$ cat src/design/fpa_ram.sv
`default_nettype none

module fpa_ram #(
    parameter int WIDTH = 8,
    parameter int DEPTH = 16
) (
    input  wire logic                             clk,
    input  wire logic                             we,
    input  wire logic [$clog2(DEPTH > 1 ? DEPTH : 2)-1:0] waddr,
    input  wire logic [WIDTH-1:0]                 wdata,
    input  wire logic [$clog2(DEPTH > 1 ? DEPTH : 2)-1:0] raddr,
    output logic      [WIDTH-1:0]                 rdata
);

    logic [WIDTH-1:0] mem [DEPTH];

    always_ff @(posedge clk)
    begin
        if (we)
        begin
            mem[waddr] <= wdata;
        end
        rdata <= mem[raddr];
    end

endmodule

`default_nettype wire

$ cat config.mk
export PLATFORM = sky130hd
export DESIGN_NAME = fpa_ram
export DESIGN_NICKNAME = d
export VERILOG_FILES = /design/src/design/fpa_ram.sv
export SDC_FILE = /design/constraint.sdc
export NUM_CORES = 1
export LEC_CHECK = 0
export ABC_AREA = 1
export BUFFER_PORTS_ARGS = -buffer_cell sky130_fd_sc_hd__buf_2
export CORE_MARGIN = 3
export CORE_UTILIZATION = 30
export CTS_CLUSTER_SIZE = 28
export DETAILED_ROUTE_END_ITERATION = 10
export PLACE_DENSITY_LB_ADDON = 0.25
export SLEW_MARGIN = 0
export SYNTH_ARGS = -nofsm -noshare
export SYNTH_HDL_FRONTEND = slang
export SYNTH_SLANG_ARGS = --single-unit
export TNS_END_PERCENT = 50
$ cat constraint.sdc
create_clock -name clk -period 2.3 [get_ports clk]
set_input_delay 0 -clock clk [delete_from_list [all_inputs] [get_ports clk]]
set_output_delay 0 -clock clk [all_outputs]
set_load 0.05 [all_outputs]
# Word-level counts from Yosys, hierarchy flattened
# Memory sizes are Yosys's and may differ from the RTL's. A register that Yosys moved wholly into a read port is not among the register bits.
# Cells that the tools add are included.
# totals
regBits	0
ramBits	128
in_bits	18
out_inout_bits	8
wordCells	3
n_memories	1
# classes
mux	2
# mem_list
name	depth	word_bits	rd	rd_clocked_by_memory_dff	write_ports	line	text
mem	16	8	1	1	1	15	logic [WIDTH-1:0] mem [DEPTH];
# ops
op	count
$mux 1	2

# Longest topological paths before layout
# logic_depth
word_depth	2
mapped_depth	8

# Least setup slack after synthesis
# Ideal clock, no wire load.
# synth_path
path_type	input to register
start	input waddr[2] (netlist bit)
end	memory mem[10][0] (enable)
arrival_ns	0.581
setup_slack_ns	1.349
path_stages	2
cell_sequence	nand3b_1 -> nor2_1
# synth_rtl
item	line	text
start: declaration	9	input wire logic [$clog2(DEPTH > 1 ? DEPTH : 2)-1:0] waddr,
end: declaration	15	
# No word-level cell before the write port.

==> reports/metrics.csv <==
metric,value,unit
syn_area,5770,µm²
cp_common_cell,nand3_1,
drc,0,
status,"complete, no violations",
initial_utilization,30.7,%
coreArea,18800,µm²
synthAdderAreaFrac,0,%
required,2.61,ns
post-dp-hpwl,8530,µm
mostFrequentLayoutCell,nand2_1,
synthXorXnorAreaFrac,0,%
tns,0,ns
yosysSeqAreaShare,69.4,%
worst_pin_slew,0.926,ns
crit_chain,"inv_1, nand2_1, nand3_1, nand3_1, nand3_1, nand2_1",
synth-compound-area-share,0,%
period_minus_slack,1.10,ns
ctsHtreeMaxLevel,4,
startpoint_type,flip-flop,
clk_transition_reported_paths,0.06,ns
antenna_found_initial,0,
post_drt_wl_per_cell,16.7,µm
ff_latch_area,4000,µm²
wl,13800,µm
hold_violations,0,
synth-simple-area-share,21.0,%
n_fill_cell,1867,
syn_avg_cell_area,10.5,µm²
p_total,6040,µW
areaGrowthSynthToFinish,16.5,%
max_freq,910,MHz
p_leak,0.00287,µW
drt_iter0_markers,262,
portBuffers,25,
period_share,47.8,%
multiInputGateArea,1210,µm²
mostFrequentLayoutCells,"nand2_1 (173), edfxtp_1 (128), inv_1 (100), nand3_1 (97), buf_2 (25)",
die-area,20900,µm²
arrival,1.41,ns
die-width,145,µm
hold_class,primary input to flip-flop,
grt_usage,14.1,%
design_area,6720,µm²
muxShareOfSynthArea,0,%
cts_resized,0,
drv_slew,0,
mappedNetlistNets,569,
synth_top_family_by_area,simple AND/OR/NAND/NOR gates,
numCtsBuffers,17,
grt_pass1_vias,3590,
grt_pass1_wl,21500,µm
cts.sinks,136,
clk_root_buffer_cell,clkbuf_16,
netlist_instances,551,
firstDrtPassIters,5,
final_layout_size_suffix_gt1_share,10.1,%
skew,0.00561,ns
nets,598,
maxSlewHeadroom,38.0,%
yosysUniqueCellTypes,12,
setup_violations,0,
worst_hold_slack,0.00793,ns
worstSetupPathType,flip-flop to flip-flop,
grt_max_degree,39,
vias,3724,
num_rows,50,
postCtsSetupBuffers,0,
ir_worst_vdd,394,µV
gp_congestion,0.786,
grt-ovfl-total,0,
drtAntennaViolNets,0,
end_kind,flip-flop,
slowest_stage,edfxtp_1,
worstPathMaxFanout,1,
ys_ff_latch,136,
holdBufCountCts,1,
yosysWarnings,0,
slowest_delay,0.38,ns
post-route-util,35.8,%
placed_area,6090,µm²
powerDensity,899,nW/µm²
ios,26,
die_h,145,µm
cts_tree,built,
rsz0062_at_grt,no,
post_drt_via_cell_ratio,4.50,
clk_path_buf_depth,2,
antenna_cells,0,
clkLatencyLatePin,0.42,ns
cap_violations,0,
-- layer usage --
metal / global-route usage (%) / vias up / wire length, µm / share of wire [%]
met3: 3.17 / 20 / 525 / 3.8
met5: 0 / - / 0 / 0
met4: 5.65 / 0 / 280 / 2.0
li1: - / 1828 / - / -
met1: 19.2 / 1787 / 6550 / 47
met2: 21.8 / 89 / 6450 / 47
-- through the flow --
step,worst slack [ns],std cells
finish,1.20,827
global route,1.10,827
CTS,1.17,827
detailed placement,0.770,794
global placement,0.822,794
floorplan,1.35,551
-- final timing paths --
path,endpoint,startpoint,slack (ns),depth (start not counted)
worst max-delay path,rdata[7],mem[0][7],1.20,6
worst min-delay path,mem[13][1],wdata[1],0.008,1
worst max register to register,rdata[7],mem[0][7],1.20,6
worst min register to register,rdata[4],mem[14][4],0.65,6
-- cells by family after synthesis --
kind of cell | Yosys count
buf+inv | 126
simple gates | 289
flops | 136
-- synthesized netlist by cell type --
library cell | number | area [µm²]
buf_2 | 13 | 65.1
buf_4 | 4 | 30.0
buf_6 | 6 | 67.6
nand3b_1 | 2 | 15.0
inv_1 | 100 | 375
dfxtp_1 | 8 | 160
edfxtp_1 | 128 | 3840
nand2_1 | 173 | 649
nand3_1 | 97 | 485
buf_1 | 1 | 3.75
inv_2 | 2 | 7.51
nor2_1 | 17 | 63.8
-- sequential cells by signal (all words and copies together) (netlist names) --
register,count
mem,128
rdata,8
-- final cells by class --
cell class	instances	share of cell area, %
sequential	136	59.6
multi-input combinational	289	18.1
clock buffer	20	6.50
inverter	102	5.70
tap	234	4.36
timing repair buffer	34	3.09
clock inverter	12	2.68
-- worst max-delay path: cells and delay by family, from the launching register on --
kind                   cells  cell delay (ns)
buffers and inverters      1             0.07
and+or+nand+nor            5             0.56
DFF                        1             0.38
-- where the power goes --
group	leakage, µW	internal (µW)	switching, µW
Sequential	0.00122	2770	16.7
Combinational	0.00134	94.2	295
Clock	0.000302	1900	965
No activity file was read; power rests on OpenSTA's default activity.
